## config.mk

```make
export PLATFORM = sky130hd
export DESIGN_NAME = meter_pulse_accumulator
export DESIGN_NICKNAME = d
export VERILOG_FILES = /design/src/mpa_pkg.sv /design/src/mpa_ctrl.sv /design/src/mpa_dp.sv /design/src/meter_pulse_accumulator.sv
export SDC_FILE = /design/constraint.sdc
export NUM_CORES = 2
export LEC_CHECK = 0
export ABC_CLOCK_PERIOD_IN_PS = 11200
export BUFFER_PORTS_ARGS = -buffer_cell sky130_fd_sc_hd__buf_2
export CAP_MARGIN = 20
export CORE_ASPECT_RATIO = 0.75
export CORE_MARGIN = 3
export CORE_UTILIZATION = 40
export CTS_CLUSTER_DIAMETER = 200
export DETAILED_ROUTE_END_ITERATION = 7
export PLACE_DENSITY_LB_ADDON = 0.15
export RECOVER_POWER = 100
export SETUP_SLACK_MARGIN = 0.02
export SLEW_MARGIN = 30
export SYNTH_ARGS = -nofsm -noshare
export SYNTH_HDL_FRONTEND = slang
export SYNTH_SLANG_ARGS = --single-unit
```

## constraint.sdc

```tcl
create_clock -name clk -period 11.2 [get_ports clk]
set_input_delay 2.24 -clock clk [delete_from_list [all_inputs] [get_ports clk]]
set_output_delay 2.24 -clock clk [all_outputs]
set_load 0.005 [all_outputs]
```

## src/mpa_pkg.sv

```systemverilog
// Shared types and constants of the meter pulse accumulator.
// Used by mpa_ctrl, mpa_dp and the meter_pulse_accumulator top level.
// No dependencies.
package mpa_pkg;

  // Defaults for the top-level parameters
  localparam int METER_INPUTS_DEF = 6;
  localparam int FAIL_LIMIT_DEF   = 10;

  // Meters that have configuration fields, and the most the index can address
  localparam int CFG_METERS = 6;
  localparam int MAX_METERS = 8;

  // Field widths
  localparam int METER_W = 3;
  localparam int JOB_W   = 5;
  localparam int DIG_W   = 6;
  localparam int RAW_W   = 32;
  localparam int CNT_W   = 32;
  localparam int PRE_W   = 16;
  localparam int EXP_W   = 4;
  localparam int FAIL_W  = 4;

  // Channel widths
  localparam int IN_DATA_W  = 40;
  localparam int OUT_DATA_W = 88;
  localparam int CFG_IDX_W  = 3;
  localparam int CFG_DATA_W = 64;

  // Configuration register indexes
  localparam logic [CFG_IDX_W-1:0] CFG_ENABLED  = 3'd0;
  localparam logic [CFG_IDX_W-1:0] CFG_PRE_LO   = 3'd1;
  localparam logic [CFG_IDX_W-1:0] CFG_PRE_HI   = 3'd2;
  localparam logic [CFG_IDX_W-1:0] CFG_DECADES  = 3'd3;
  localparam logic [CFG_IDX_W-1:0] CFG_JOB_LIM  = 3'd4;
  localparam logic [CFG_IDX_W-1:0] CFG_HOLD     = 3'd5;

  localparam logic [JOB_W-1:0]  JOB_LIMIT_RST = 5'd28;
  localparam logic [FAIL_W-1:0] FAIL_SAT      = 4'hF;

  // Commands from the controller to the datapath
  typedef struct packed {
    logic load;        // latch the accepted request
    logic req_init;    // first candidate of the round-robin choice
    logic req_scan;    // test a candidate, step on if not enabled
    logic rsp_start;   // evaluate the response
    logic div_step;    // one bit of the prescale division
    logic scale_step;  // one decade multiply, or the final add
    logic out_load;    // move the result into the output register
  } ctrl_cmd_t;

  // Status from the datapath to the controller
  typedef struct packed {
    logic mask_zero;
    logic hit;
    logic ok;
    logic active;
    logic resync;
    logic use_div;
    logic div_last;
    logic exp_zero;
    logic out_free;
  } dp_sts_t;

endpackage

```

## src/mpa_ctrl.sv

```systemverilog
// Controller of the meter pulse accumulator: sequences one request at a time.
// Depends on mpa_pkg for the command and status structs.
module mpa_ctrl (
  input  logic               clk,
  input  logic               rst_n,
  input  logic               in_tvalid,
  input  logic               in_tuser,
  output logic               in_tready,
  input  mpa_pkg::dp_sts_t   sts,
  output mpa_pkg::ctrl_cmd_t cmd
);

  localparam logic [2:0] S_IDLE  = 3'd0;
  localparam logic [2:0] S_REQ   = 3'd1;
  localparam logic [2:0] S_SCAN  = 3'd2;
  localparam logic [2:0] S_RSP   = 3'd3;
  localparam logic [2:0] S_DIV   = 3'd4;
  localparam logic [2:0] S_SCALE = 3'd5;
  localparam logic [2:0] S_FIN   = 3'd6;

  logic [2:0] state_r;
  logic [2:0] state_nxt;

  assign in_tready = (state_r == S_IDLE);

  always_comb begin
    state_nxt = state_r;
    cmd       = '0;
    unique case (state_r)
      S_IDLE: begin
        if (in_tvalid) begin
          cmd.load  = 1'b1;
          state_nxt = in_tuser ? S_RSP : S_REQ;
        end
      end
      S_REQ: begin
        cmd.req_init = 1'b1;
        state_nxt    = sts.mask_zero ? S_FIN : S_SCAN;
      end
      S_SCAN: begin
        cmd.req_scan = 1'b1;
        if (sts.hit) begin
          state_nxt = S_FIN;
        end
      end
      S_RSP: begin
        cmd.rsp_start = 1'b1;
        if (!sts.ok || !sts.active || sts.resync) begin
          state_nxt = S_FIN;
        end else begin
          state_nxt = sts.use_div ? S_DIV : S_SCALE;
        end
      end
      S_DIV: begin
        cmd.div_step = 1'b1;
        if (sts.div_last) begin
          state_nxt = S_SCALE;
        end
      end
      S_SCALE: begin
        cmd.scale_step = 1'b1;
        if (sts.exp_zero) begin
          state_nxt = S_FIN;
        end
      end
      S_FIN: begin
        // hold until the output register can take the result
        if (sts.out_free) begin
          cmd.out_load = 1'b1;
          state_nxt    = S_IDLE;
        end
      end
      default: begin
        state_nxt = S_IDLE;
      end
    endcase
  end

  always_ff @(posedge clk) begin
    if (!rst_n) begin
      state_r <= S_IDLE;
    end else begin
      state_r <= state_nxt;
    end
  end

`ifndef ASSERT_OFF
  a_div_entry: assert property (@(posedge clk) disable iff (!rst_n)
    (state_r == S_DIV) |-> ($past(state_r) == S_RSP || $past(state_r) == S_DIV))
    else $error("division entered from the wrong state");
`endif

endmodule

```

## src/mpa_dp.sv

```systemverilog
// Datapath of the meter pulse accumulator: configuration, per-meter counters,
// round-robin choice, bit-serial divider, decade scaler and output register.
// Depends on mpa_pkg for widths, register indexes and the command/status structs.
module mpa_dp #(
  parameter int METER_INPUTS = mpa_pkg::METER_INPUTS_DEF,
  parameter int FAIL_LIMIT   = mpa_pkg::FAIL_LIMIT_DEF
) (
  input  logic                                clk,
  input  logic                                rst_n,
  input  logic                                cfg_we,
  input  logic [mpa_pkg::CFG_IDX_W-1:0]       cfg_index,
  input  logic [mpa_pkg::CFG_DATA_W-1:0]      cfg_wdata,
  input  logic [mpa_pkg::IN_DATA_W-1:0]       in_tdata,
  input  mpa_pkg::ctrl_cmd_t                  cmd,
  output mpa_pkg::dp_sts_t                    sts,
  output logic                                out_tvalid,
  input  logic                                out_tready,
  output logic [mpa_pkg::OUT_DATA_W-1:0]      out_tdata
);

  localparam int MW = (METER_INPUTS > 1) ? $clog2(METER_INPUTS) : 1;
  localparam logic [mpa_pkg::FAIL_W-1:0] FAIL_LIMIT_C = mpa_pkg::FAIL_W'(FAIL_LIMIT);
  localparam logic [mpa_pkg::METER_W:0]  METER_END    = (mpa_pkg::METER_W+1)'(METER_INPUTS);
  localparam int PAD_W = mpa_pkg::OUT_DATA_W - 1 - mpa_pkg::DIG_W - 1 - mpa_pkg::METER_W
                         - mpa_pkg::JOB_W - 2 * mpa_pkg::CNT_W - 1;

  // Configuration
  logic [mpa_pkg::DIG_W-1:0]   enabled_r;
  logic [63:0]                 pre_lo_r;
  logic [31:0]                 pre_hi_r;
  logic [23:0]                 dec_r;
  logic [mpa_pkg::JOB_W-1:0]   job_lim_r;
  logic                        hold_r;

  // Latched request fields
  logic                        ok_r;
  logic [mpa_pkg::DIG_W-1:0]   dig_r;
  logic [mpa_pkg::RAW_W-1:0]   raw_r;

  // Per-meter state
  logic [mpa_pkg::RAW_W-1:0]   last_raw_r  [METER_INPUTS];
  logic [mpa_pkg::PRE_W-1:0]   pre_rem_r   [METER_INPUTS];
  logic [mpa_pkg::CNT_W-1:0]   total_r     [METER_INPUTS];
  logic [mpa_pkg::CNT_W-1:0]   monthly_r   [METER_INPUTS];

  // Link and selection state
  logic [mpa_pkg::FAIL_W-1:0]  fail_cnt_r;
  logic                        err_r;
  logic [mpa_pkg::DIG_W-1:0]   in_latch_r;
  logic                        stat_r;
  logic [mpa_pkg::METER_W-1:0] cur_meter_r;
  logic [mpa_pkg::JOB_W-1:0]   cur_job_r;

  // Working registers
  logic [mpa_pkg::METER_W-1:0] wm_r;
  logic [mpa_pkg::JOB_W-1:0]   wj_r;
  logic [mpa_pkg::PRE_W-1:0]   dv_rem_r;
  logic [mpa_pkg::PRE_W-1:0]   dv_q_r;
  logic [3:0]                  dv_cnt_r;
  logic [mpa_pkg::CNT_W-1:0]   prod_r;
  logic [mpa_pkg::EXP_W-1:0]   exp_cnt_r;
  logic                        counted_r;

  logic                        out_valid_r;
  logic [mpa_pkg::OUT_DATA_W-1:0] out_data_r;

  // Combinational helpers
  logic [mpa_pkg::MAX_METERS-1:0] enabled_ext;
  logic [METER_INPUTS-1:0]     mask;
  logic [MW-1:0]               mi;
  logic [mpa_pkg::RAW_W-1:0]   old_raw;
  logic [mpa_pkg::PRE_W-1:0]   fac;
  logic [mpa_pkg::EXP_W-1:0]   expo;
  logic [mpa_pkg::PRE_W-1:0]   diff;
  logic [mpa_pkg::PRE_W-1:0]   acc;
  logic [mpa_pkg::PRE_W:0]     dv_trial;
  logic [mpa_pkg::PRE_W-1:0]   dv_rem_nxt;
  logic [mpa_pkg::PRE_W-1:0]   dv_q_nxt;
  logic [mpa_pkg::METER_W-1:0] init_m_nxt;
  logic [mpa_pkg::JOB_W-1:0]   init_j_nxt;
  logic [mpa_pkg::METER_W-1:0] scan_m_nxt;
  logic [mpa_pkg::JOB_W-1:0]   scan_j_nxt;

  // Advance the round-robin candidate by one meter, bumping the job on wrap
  function automatic logic [mpa_pkg::METER_W+mpa_pkg::JOB_W-1:0] rr_step(
    input logic [mpa_pkg::METER_W-1:0] m,
    input logic [mpa_pkg::JOB_W-1:0]   j,
    input logic [mpa_pkg::JOB_W-1:0]   lim
  );
    logic [mpa_pkg::METER_W:0] m1;
    logic [mpa_pkg::JOB_W:0]   j1;
    logic [mpa_pkg::METER_W-1:0] mo;
    logic [mpa_pkg::JOB_W-1:0]   jo;
    m1 = {1'b0, m} + 1'b1;
    j1 = {1'b0, j} + 1'b1;
    mo = m1[mpa_pkg::METER_W-1:0];
    jo = j;
    if (m1 >= METER_END) begin
      mo = '0;
      jo = (j1 > {1'b0, lim}) ? mpa_pkg::JOB_W'(1) : j1[mpa_pkg::JOB_W-1:0];
    end
    return {mo, jo};
  endfunction

  assign enabled_ext = {{(mpa_pkg::MAX_METERS-mpa_pkg::DIG_W){1'b0}}, enabled_r};
  assign mask        = enabled_ext[METER_INPUTS-1:0];
  assign mi          = cur_meter_r[MW-1:0];
  assign old_raw     = last_raw_r[mi];
  assign diff        = raw_r[mpa_pkg::PRE_W-1:0] - old_raw[mpa_pkg::PRE_W-1:0];
  assign acc         = pre_rem_r[mi] + diff;

  always_comb begin
    unique case (cur_meter_r)
      3'd0:    fac = pre_lo_r[15:0];
      3'd1:    fac = pre_lo_r[31:16];
      3'd2:    fac = pre_lo_r[47:32];
      3'd3:    fac = pre_lo_r[63:48];
      3'd4:    fac = pre_hi_r[15:0];
      3'd5:    fac = pre_hi_r[31:16];
      default: fac = '0;
    endcase
    unique case (cur_meter_r)
      3'd0:    expo = dec_r[3:0];
      3'd1:    expo = dec_r[7:4];
      3'd2:    expo = dec_r[11:8];
      3'd3:    expo = dec_r[15:12];
      3'd4:    expo = dec_r[19:16];
      3'd5:    expo = dec_r[23:20];
      default: expo = '0;
    endcase
  end

  // One restoring division step: shift in the next dividend bit, subtract if it fits
  always_comb begin
    dv_trial = {dv_rem_r, dv_q_r[mpa_pkg::PRE_W-1]} - {1'b0, fac};
    if (!dv_trial[mpa_pkg::PRE_W]) begin
      dv_rem_nxt = dv_trial[mpa_pkg::PRE_W-1:0];
      dv_q_nxt   = {dv_q_r[mpa_pkg::PRE_W-2:0], 1'b1};
    end else begin
      dv_rem_nxt = {dv_rem_r[mpa_pkg::PRE_W-2:0], dv_q_r[mpa_pkg::PRE_W-1]};
      dv_q_nxt   = {dv_q_r[mpa_pkg::PRE_W-2:0], 1'b0};
    end
  end

  always_comb begin
    if (cur_job_r == '0) begin
      init_m_nxt = '0;
      init_j_nxt = mpa_pkg::JOB_W'(1);
    end else begin
      {init_m_nxt, init_j_nxt} = rr_step(cur_meter_r, cur_job_r, job_lim_r);
    end
    {scan_m_nxt, scan_j_nxt} = rr_step(wm_r, wj_r, job_lim_r);
  end

  always_comb begin
    sts.mask_zero = (mask == '0);
    sts.hit       = mask[wm_r[MW-1:0]];
    sts.ok        = ok_r;
    sts.active    = (cur_job_r != '0) && mask[mi];
    sts.resync    = (old_raw == '0) || (raw_r < old_raw);
    sts.use_div   = (fac > mpa_pkg::PRE_W'(1));
    sts.div_last  = (dv_cnt_r == 4'hF);
    sts.exp_zero  = (exp_cnt_r == '0);
    sts.out_free  = !out_valid_r || out_tready;
  end

  // Control and architectural state
  always_ff @(posedge clk) begin
    if (!rst_n) begin
      enabled_r   <= '0;
      pre_lo_r    <= '0;
      pre_hi_r    <= '0;
      dec_r       <= '0;
      job_lim_r   <= mpa_pkg::JOB_LIMIT_RST;
      hold_r      <= 1'b0;
      for (int i = 0; i < METER_INPUTS; i++) begin
        last_raw_r[i] <= '0;
        pre_rem_r[i]  <= '0;
        total_r[i]    <= '0;
        monthly_r[i]  <= '0;
      end
      fail_cnt_r  <= '0;
      err_r       <= 1'b0;
      in_latch_r  <= '0;
      stat_r      <= 1'b0;
      cur_meter_r <= '0;
      cur_job_r   <= '0;
      counted_r   <= 1'b0;
      out_valid_r <= 1'b0;
    end else begin
      if (cfg_we) begin
        unique case (cfg_index)
          mpa_pkg::CFG_ENABLED: enabled_r <= cfg_wdata[mpa_pkg::DIG_W-1:0];
          mpa_pkg::CFG_PRE_LO:  pre_lo_r  <= cfg_wdata;
          mpa_pkg::CFG_PRE_HI:  pre_hi_r  <= cfg_wdata[31:0];
          mpa_pkg::CFG_DECADES: dec_r     <= cfg_wdata[23:0];
          mpa_pkg::CFG_JOB_LIM: job_lim_r <= cfg_wdata[mpa_pkg::JOB_W-1:0];
          mpa_pkg::CFG_HOLD:    hold_r    <= cfg_wdata[0];
          default: ;
        endcase
      end

      if (cmd.load) begin
        counted_r <= 1'b0;
      end

      if (cmd.req_init && sts.mask_zero) begin
        cur_meter_r <= '0;
        cur_job_r   <= '0;
      end
      if (cmd.req_scan && sts.hit) begin
        cur_meter_r <= wm_r;
        cur_job_r   <= wj_r;
      end

      if (cmd.rsp_start) begin
        if (!ok_r) begin
          if (fail_cnt_r > FAIL_LIMIT_C) begin
            err_r <= 1'b1;
            if (!hold_r) begin
              in_latch_r <= '0;
              stat_r     <= 1'b1;
            end
          end else if (fail_cnt_r != mpa_pkg::FAIL_SAT) begin
            fail_cnt_r <= fail_cnt_r + 1'b1;
          end
        end else begin
          in_latch_r <= dig_r;
          stat_r     <= 1'b0;
          fail_cnt_r <= '0;
          err_r      <= 1'b0;
          if (sts.active) begin
            last_raw_r[mi] <= raw_r;
            if (!sts.resync && !sts.use_div) begin
              counted_r <= (diff != '0);
            end
          end
        end
      end

      if (cmd.div_step && sts.div_last) begin
        pre_rem_r[mi] <= dv_rem_nxt;
        counted_r     <= (dv_q_nxt != '0);
      end

      if (cmd.scale_step && sts.exp_zero) begin
        total_r[mi]   <= total_r[mi] + prod_r;
        monthly_r[mi] <= monthly_r[mi] + prod_r;
      end

      if (cmd.out_load) begin
        out_valid_r <= 1'b1;
      end else if (out_tready) begin
        out_valid_r <= 1'b0;
      end
    end
  end

  // Payload and working registers
  always_ff @(posedge clk) begin
    if (cmd.load) begin
      ok_r  <= in_tdata[0];
      dig_r <= in_tdata[mpa_pkg::DIG_W:1];
      raw_r <= in_tdata[mpa_pkg::DIG_W+mpa_pkg::RAW_W:mpa_pkg::DIG_W+1];
    end

    if (cmd.req_init) begin
      wm_r <= init_m_nxt;
      wj_r <= init_j_nxt;
    end
    if (cmd.req_scan && !sts.hit) begin
      wm_r <= scan_m_nxt;
      wj_r <= scan_j_nxt;
    end

    if (cmd.rsp_start) begin
      dv_rem_r  <= '0;
      dv_q_r    <= acc;
      dv_cnt_r  <= '0;
      prod_r    <= {{(mpa_pkg::CNT_W-mpa_pkg::PRE_W){1'b0}}, diff};
      exp_cnt_r <= expo;
    end

    if (cmd.div_step) begin
      dv_rem_r <= dv_rem_nxt;
      dv_q_r   <= dv_q_nxt;
      dv_cnt_r <= dv_cnt_r + 1'b1;
      if (sts.div_last) begin
        prod_r    <= {{(mpa_pkg::CNT_W-mpa_pkg::PRE_W){1'b0}}, dv_q_nxt};
        exp_cnt_r <= expo;
      end
    end

    // times ten as eight plus two, wrapping at 32 bits
    if (cmd.scale_step && !sts.exp_zero) begin
      prod_r    <= (prod_r << 3) + (prod_r << 1);
      exp_cnt_r <= exp_cnt_r - 1'b1;
    end

    if (cmd.out_load) begin
      out_data_r <= {{PAD_W{1'b0}}, counted_r, monthly_r[mi], total_r[mi], cur_job_r,
                     cur_meter_r, stat_r, in_latch_r, err_r};
    end
  end

  assign out_tvalid = out_valid_r;
  assign out_tdata  = out_data_r;

`ifndef ASSERT_OFF
  a_err_needs_fails: assert property (@(posedge clk) disable iff (!rst_n)
    err_r |-> (fail_cnt_r > FAIL_LIMIT_C))
    else $error("link error flag set without enough failed transfers");

  a_idle_job_meter: assert property (@(posedge clk) disable iff (!rst_n)
    (cur_job_r == '0) |-> (cur_meter_r == '0))
    else $error("meter selected while no job is active");

  a_div_rem_range: assert property (@(posedge clk) disable iff (!rst_n)
    cmd.div_step |-> (dv_rem_r < fac))
    else $error("division remainder not below the prescale factor");
`endif

endmodule

```

## src/meter_pulse_accumulator.sv

```systemverilog
// Top level of the meter pulse accumulator: handshake, controller and datapath.
// Depends on mpa_pkg, mpa_ctrl and mpa_dp.
//
// Usage:
//   in_*  : one request per handshake. in_tuser is the opcode (0 prepare the
//           next poll, 1 module response arrived).
//   out_* : exactly one result per request, in order.
//   cfg_* : register writes, taken at any edge with cfg_we high; write only
//           while no request is in flight.
// Timing: one request at a time. A poll with no meter enabled goes straight from
//   its request step to the final step; else the round-robin scan tests one meter
//   a cycle until it finds an enabled one. A response goes straight to the final
//   step on failure, resync or no active job. Counting runs one multiply per
//   decade of the meter's exponent and then the final add, after the bit-serial
//   prescale divider when the factor is above one. in_tready returns the cycle
//   after the result is loaded.
// The result sits in an output register, so the next request is accepted while
// it waits; a stalled receiver holds the block in its final step after that.
// Reset (rst_n low, synchronous) clears configuration to its defaults, all
// per-meter counters and the link state; the block is ready the cycle after.
module meter_pulse_accumulator #(
  parameter int METER_INPUTS = mpa_pkg::METER_INPUTS_DEF,
  parameter int FAIL_LIMIT   = mpa_pkg::FAIL_LIMIT_DEF
) (
  input  logic                           clk,
  input  logic                           rst_n,
  input  logic                           in_tvalid,
  output logic                           in_tready,
  // transfer_ok[0], digital_byte[6:1], raw_count[38:7], zero[39]
  input  logic [mpa_pkg::IN_DATA_W-1:0]  in_tdata,
  // opcode[0]
  input  logic                           in_tuser,
  output logic                           out_tvalid,
  input  logic                           out_tready,
  // link_error[0], input_values[6:1], input_status[7], meter_index[10:8],
  // job_number[15:11], total_count[47:16], monthly_count[79:48], counted[80],
  // zero[87:81]
  output logic [mpa_pkg::OUT_DATA_W-1:0] out_tdata,
  input  logic                           cfg_we,
  input  logic [mpa_pkg::CFG_IDX_W-1:0]  cfg_index,
  input  logic [mpa_pkg::CFG_DATA_W-1:0] cfg_wdata
);

  mpa_pkg::ctrl_cmd_t cmd;
  mpa_pkg::dp_sts_t   sts;

  mpa_ctrl u_ctrl (
    .clk       (clk),
    .rst_n     (rst_n),
    .in_tvalid (in_tvalid),
    .in_tuser  (in_tuser),
    .in_tready (in_tready),
    .sts       (sts),
    .cmd       (cmd)
  );

  mpa_dp #(
    .METER_INPUTS (METER_INPUTS),
    .FAIL_LIMIT   (FAIL_LIMIT)
  ) u_dp (
    .clk        (clk),
    .rst_n      (rst_n),
    .cfg_we     (cfg_we),
    .cfg_index  (cfg_index),
    .cfg_wdata  (cfg_wdata),
    .in_tdata   (in_tdata),
    .cmd        (cmd),
    .sts        (sts),
    .out_tvalid (out_tvalid),
    .out_tready (out_tready),
    .out_tdata  (out_tdata)
  );

endmodule
```

======== Yosys cells after proc, flatten, opt, wreduce, memory -nomap -nowiden ========
Memories as Yosys holds them, arrays and structs flattened. A register that Yosys moved wholly into a read port is not among the register bits.
Cells that the tools add are included.
word-level totals
  memories kept ........................... 4
  logic and storage cells ................. 236
  bits in registers ....................... 357
  output and inout port bits .............. 90
  RAM bits ................................ 672
memory list
  memory           depth  bits a word  rd ports  clocked after memory_dff  wr ports  line          text
  u_dp.last_raw_r  6      32           1         1                         6         mpa_dp.sv:41  logic [mpa_pkg::RAW_W-1:0] last_raw_r [METER_INPUTS];
  u_dp.monthly_r   6      32           1         1                         6         mpa_dp.sv:44  logic [mpa_pkg::CNT_W-1:0] monthly_r [METER_INPUTS];
  u_dp.total_r     6      32           1         1                         6         mpa_dp.sv:43  logic [mpa_pkg::CNT_W-1:0] total_r [METER_INPUTS];
  u_dp.pre_rem_r   6      16           1         1                         6         mpa_dp.sv:42  logic [mpa_pkg::PRE_W-1:0] pre_rem_r [METER_INPUTS];
operators by class
  multiplexer cells ....................... 108
  reductions and logical operators ........ 50
  add/sub/neg operators ................... 13
  equality and inequality tests ........... 26
  magnitude comparators ................... 9
operators by type and width
  operator             count
  $mux 32              7
  $add 32x32->32       3
  $mux 16              6
  $pmux 16 s6          1
  $reduce_or 32->1     3
  $mux 3               26
  $mux 5               9
  $mux 1               42
  $mux 4               9
  $logic_not 32->1     1
  $lt 32x32->1         1
  $reduce_bool 16->1   2
  $pmux 4 s6           1
  $eq 3x3->1 const B   7
  $pmux 3 s7           1
  $eq 3x2->1 const B   6
  $mux 6               3
  $sub 17x16->17       1
  $add 16x16->16       1
  $gt 16x1->1 const B  1
  $reduce_and 2->1     8
  $reduce_or 16->1     1
  $sub 16x16->16       1
  $add 5x1->6 const B  2
  other kinds (25)     63

======== Depth between registers and ports, before layout ========
  depth in word-level cells ............... 10
  gate-level depth with buffers ........... 27

======== By module ========
From an unflattened synthesis, not the netlist that was laid out.
second synthesis, totals
  cell total of the unflattened synthesis .. 4,429
  area total of the unflattened synthesis .. 58,118.2 sq um
by module, submodules not included
  module    times used  area an instance (sq um)  cells each
  mpa_dp    1           57,821.7                  4,391
  mpa_ctrl  1           296.5                     38

======== Worst setup path after synthesis ========
OpenSTA, ideal clock, no wires.
  path kind ............................... input to register
  start point ............................. input rst_n
  end point ............................... memory u_dp.monthly_r[6][0] (netlist bit), enable pin
  path slack .............................. 2,982 ps
  stages .................................. 6
  required time ........................... 10,635 ps
  arrival ................................. 7,653 ps
  path buffers ............................ 3
  cells stage by stage .................... clkbuf_1 inv_1 clkbuf_1 or3_1 clkbuf_1 nor3_1
RTL lines
  element      line                           text
  from (decl)  meter_pulse_accumulator.sv:26  input logic rst_n,
  to (decl)    mpa_dp.sv:44

==> reports/metrics.yaml <==
logic_synthesis:
  synth_edf_count: 1060
  syn-cell-area_mm2: 0.05809
  ys_seq_area_share_pct: 61.55
  synthFlopType: "edfxtp_1"
  ys_types: 80
  synthArstFlopShare_pct: 0
  syn_inst: 4604
  synth_seq_cells: 1256
  ys_warn_count: 0
  syn-mean-instance-area_um2: 12.62
placed_design:
  port-buffer-count: 194
  place_inst: 6577
  post-place-ws_ns: 4.676
  gp_congestion: 0.8271
  dp_hpwl_um: 100500
critical_path:
  worstRegToRegCells: 12
  crit_buf_inv: 4
  r2r_start: "u_dp.cur_meter_r[2]"
  path_depth: 7
  crit_family: "buffers and inverters"
  crit_fanout: 72
  crit_path_frequent_cell: "buf_4"
  cp-start-kind: "input port"
  cp.arrival_ns: 8.88
  worst_ep_required_time_ns: 11.58
  rrSetupSlack_ns: 2.73
  r2r-end: "u_dp.last_raw_r[3][22]"
  cp-end-kind: "flop"
  critPathLaunch: "rst_n"
  cp_slowest_cell: "clkinvlp_2"
  slowest_delay_ns: 2.20
  endpoint: "u_dp.total_r[3][7]"
  worstPathCellList: "buf_4 > clkinvlp_2 > nor3_1 > buf_4 > nand2_4 > nand2_1 > buf_4"
  worstSetupPathType: "in2reg"
worst_hold_path:
  hold_class: "reg2reg"
cts:
  ctsResizeCount: 0
  ctsRootBufferMaster: "clkbuf_16"
  cts_buffers: 136
  holdBufCountCts: 0
  clkTransAtPathRegs_ns: 0.06
  cts_buffer_depth: 3
  clock_sinks: 1256
  clock_latency_ns: 0.78
  h-tree-depth: 4
  cts_setup_buffers: 0
  cts_tree: "yes"
die:
  core_area_mm2: 0.1435
  initial_core_util_pct: 40.47
  num_rows: 120
  die-area_mm2: 0.1499
  die_w_um: 446.0
  die_height_um: 336.0
  num_io_pins: 203
sta:
  hold_slack_ns: 0.4344
  setup_slack_ns: 2.698
  post-route-period-util_pct: 75.92
  skew_ns: 0.03381
  worst_slew_pin_slew_ns: 4.048
  relSlewSlack_pct: -169.9
  setup-tns-final_ns: 0
  drv_slew: 1117
  fmax_mhz: 117.6
  hold_viol: 0
  rsz0062_at_grt: "false"
  final-setup-viol-count: 0
  post-route-min-period_ns: 8.503
route:
  drc: 0
  vias_per_cell: 5.527
  dr_total_vias: 37740
  drt-wirelength-per-cell_um: 23.87
  ant_nets: 0
  drtIter0Drc: 3681
  firstDrtPassIters: 7
  routed_wl_um: 163000
finish:
  final_cells: 6828
  layout-drive-gt1-share_pct: 13.44
  area_growth_pct: 13.08
  nets: 5122
power:
  peakVddDrop_v: 0.0002043
  p_per_area_mw_per_mm2: 193.9
  leakagePower_uw: 0.02439
  total_power_uw: 12740
global_route:
  grt_util_all_layers_pct: 21.74
  grt_pass1_vias: 37490
  grt_antenna_before_repair: 11
  grt_max_degree: 86
  grt_first_pass_wirelength_um: 244200
  grt_overflow_total: 0
status:
  violations: "max-capacitance violations, max-slew violations"
  status: "finished with violations"
run:
  max-cap-violations: 30
-- cell type report --
type	instances	area (um2)
fillers	13110	77850
flip-flops and latches	1256	35760
multi-input cells	3079	21450
clock buffers	183	3787
well taps	1891	2366
repair buffers	269	1371
clock inverters	63	616.8
inverters	84	322.8
diodes	3	7.507
-- worst min-delay path by stage --
stage,start,end,slack [ns],depth (start not counted)
final,u_dp.stat_r,u_dp.out_tdata[7],0.43,0
after global routing,u_dp.stat_r,u_dp.out_tdata[7],0.45,0
after CTS,u_dp.stat_r,u_dp.out_tdata[7],0.44,0
after detailed placement,u_dp.in_latch_r[3],u_dp.out_tdata[4],0.42,0
after global placement,u_dp.err_r,u_dp.out_tdata[0],0.42,0
after floorplan,u_dp.cur_job_r[2],u_dp.out_tdata[13],0.41,0
-- report_power, final --
part	switching (uW)	internal (uW)
clock network	1880	2610
logic	1650	870
registers	342	5380
-- cells in the final DEF (no fill, tap or decap), drive strengths merged, types with 13 or more instances in the layout --
master / count
buf: 169
o21ai: 103
ha: 177
nand2b: 26
a211oi: 27
edfxtp: 1060
clkinv: 42
conb: 71
and3: 117
mux2: 29
mux4: 226
a21o: 61
nor4: 23
inv: 89
nor2b: 19
nand3: 57
o21bai: 21
a21oi: 305
nand2: 636
a31oi: 21
nor3: 53
xnor2: 66
clkbuf: 283
a222oi: 15
o21a: 13
and2: 98
dfxtp: 196
a22o: 14
mux2i: 49
a22oi: 20
nor2: 639
xor2: 58
nand4: 13
-- per-layer routing --
metal  track usage (%)  vias up  wire (um)
met2             33.41     1124      73340
met3             3.617      174      10880
li1                  -    17390          -
met4             5.056        4       2635
met5                 0        -         21
met1             32.29    19050      76080
-- through the flow --
stage	util, %	instance area (um2)
detailed placement	42.91	61590
global route	45.76	65680
floorplan	-	58350
global placement	42.89	61560
CTS	45.97	65990
finish	45.76	65680
-- cell families (layout without fill, tap and decap cells) --
group                    after synthesis  after routing  synth area share (%)
AND/OR/NAND/NOR                     1720           1720                 12.87
multiplexers                         304            304                 10.18
flip-flops                          1256           1256                 61.55
XOR/XNOR                             125            125                 1.911
other                                  1             74              0.006456
adder cells (fa/ha/maj)              183            183                 4.019
buffers and inverters                339            599                 2.268
AO/OA/AOI/OAI                        676            676                 7.188
-- flip-flops by register name (all words and copies together), names as in the netlist, 24 cells and up, named ones only --
| register | cells |
|---|---|
| u_dp.last_raw_r | 256 |
| u_dp.prod_r | 32 |
| u_dp.pre_hi_r | 32 |
| u_dp.total_r | 256 |
| u_dp.dec_r | 24 |
| u_dp.raw_r | 32 |
| u_dp.monthly_r | 256 |
| u_dp.pre_rem_r | 128 |
| u_dp.out_tdata | 81 |
| u_dp.pre_lo_r | 64 |
-- synth_stat cells (7+ instances only) --
master	number	area share, %
ha_1	177	3.8
nor2b_1	19	0.20
buf_2	9	0.078
buf_1	42	0.27
and3_1	117	1.3
o21a_1	13	0.17
dfxtp_1	196	6.8
o21bai_1	21	0.27
inv_1	81	0.52
a21oi_1	305	2.6
a22oi_1	20	0.26
nor3_1	53	0.46
a31o_2	10	0.15
a31oi_1	21	0.23
xor2_1	58	0.87
nand3_1	57	0.49
buf_4	7	0.090
nand2b_1	26	0.28
and2_1	97	1.0
a222oi_1	15	0.26
mux2_2	23	0.45
nor2_1	639	4.1
nand4_1	13	0.14
a21o_1	61	0.79
xnor2_1	66	1.0
edfxtp_1	1060	55
or2_2	10	0.11
mux2i_1	49	0.84
a22o_1	14	0.21
nand2_1	636	4.1
nor4_1	23	0.25
o211ai_1	10	0.13
a211oi_1	26	0.34
clkbuf_1	196	1.3
o21ai_0	98	0.84
mux4_2	226	8.8
o31ai_1	8	0.10
Note: power is estimated with default switching activity, not from simulation.
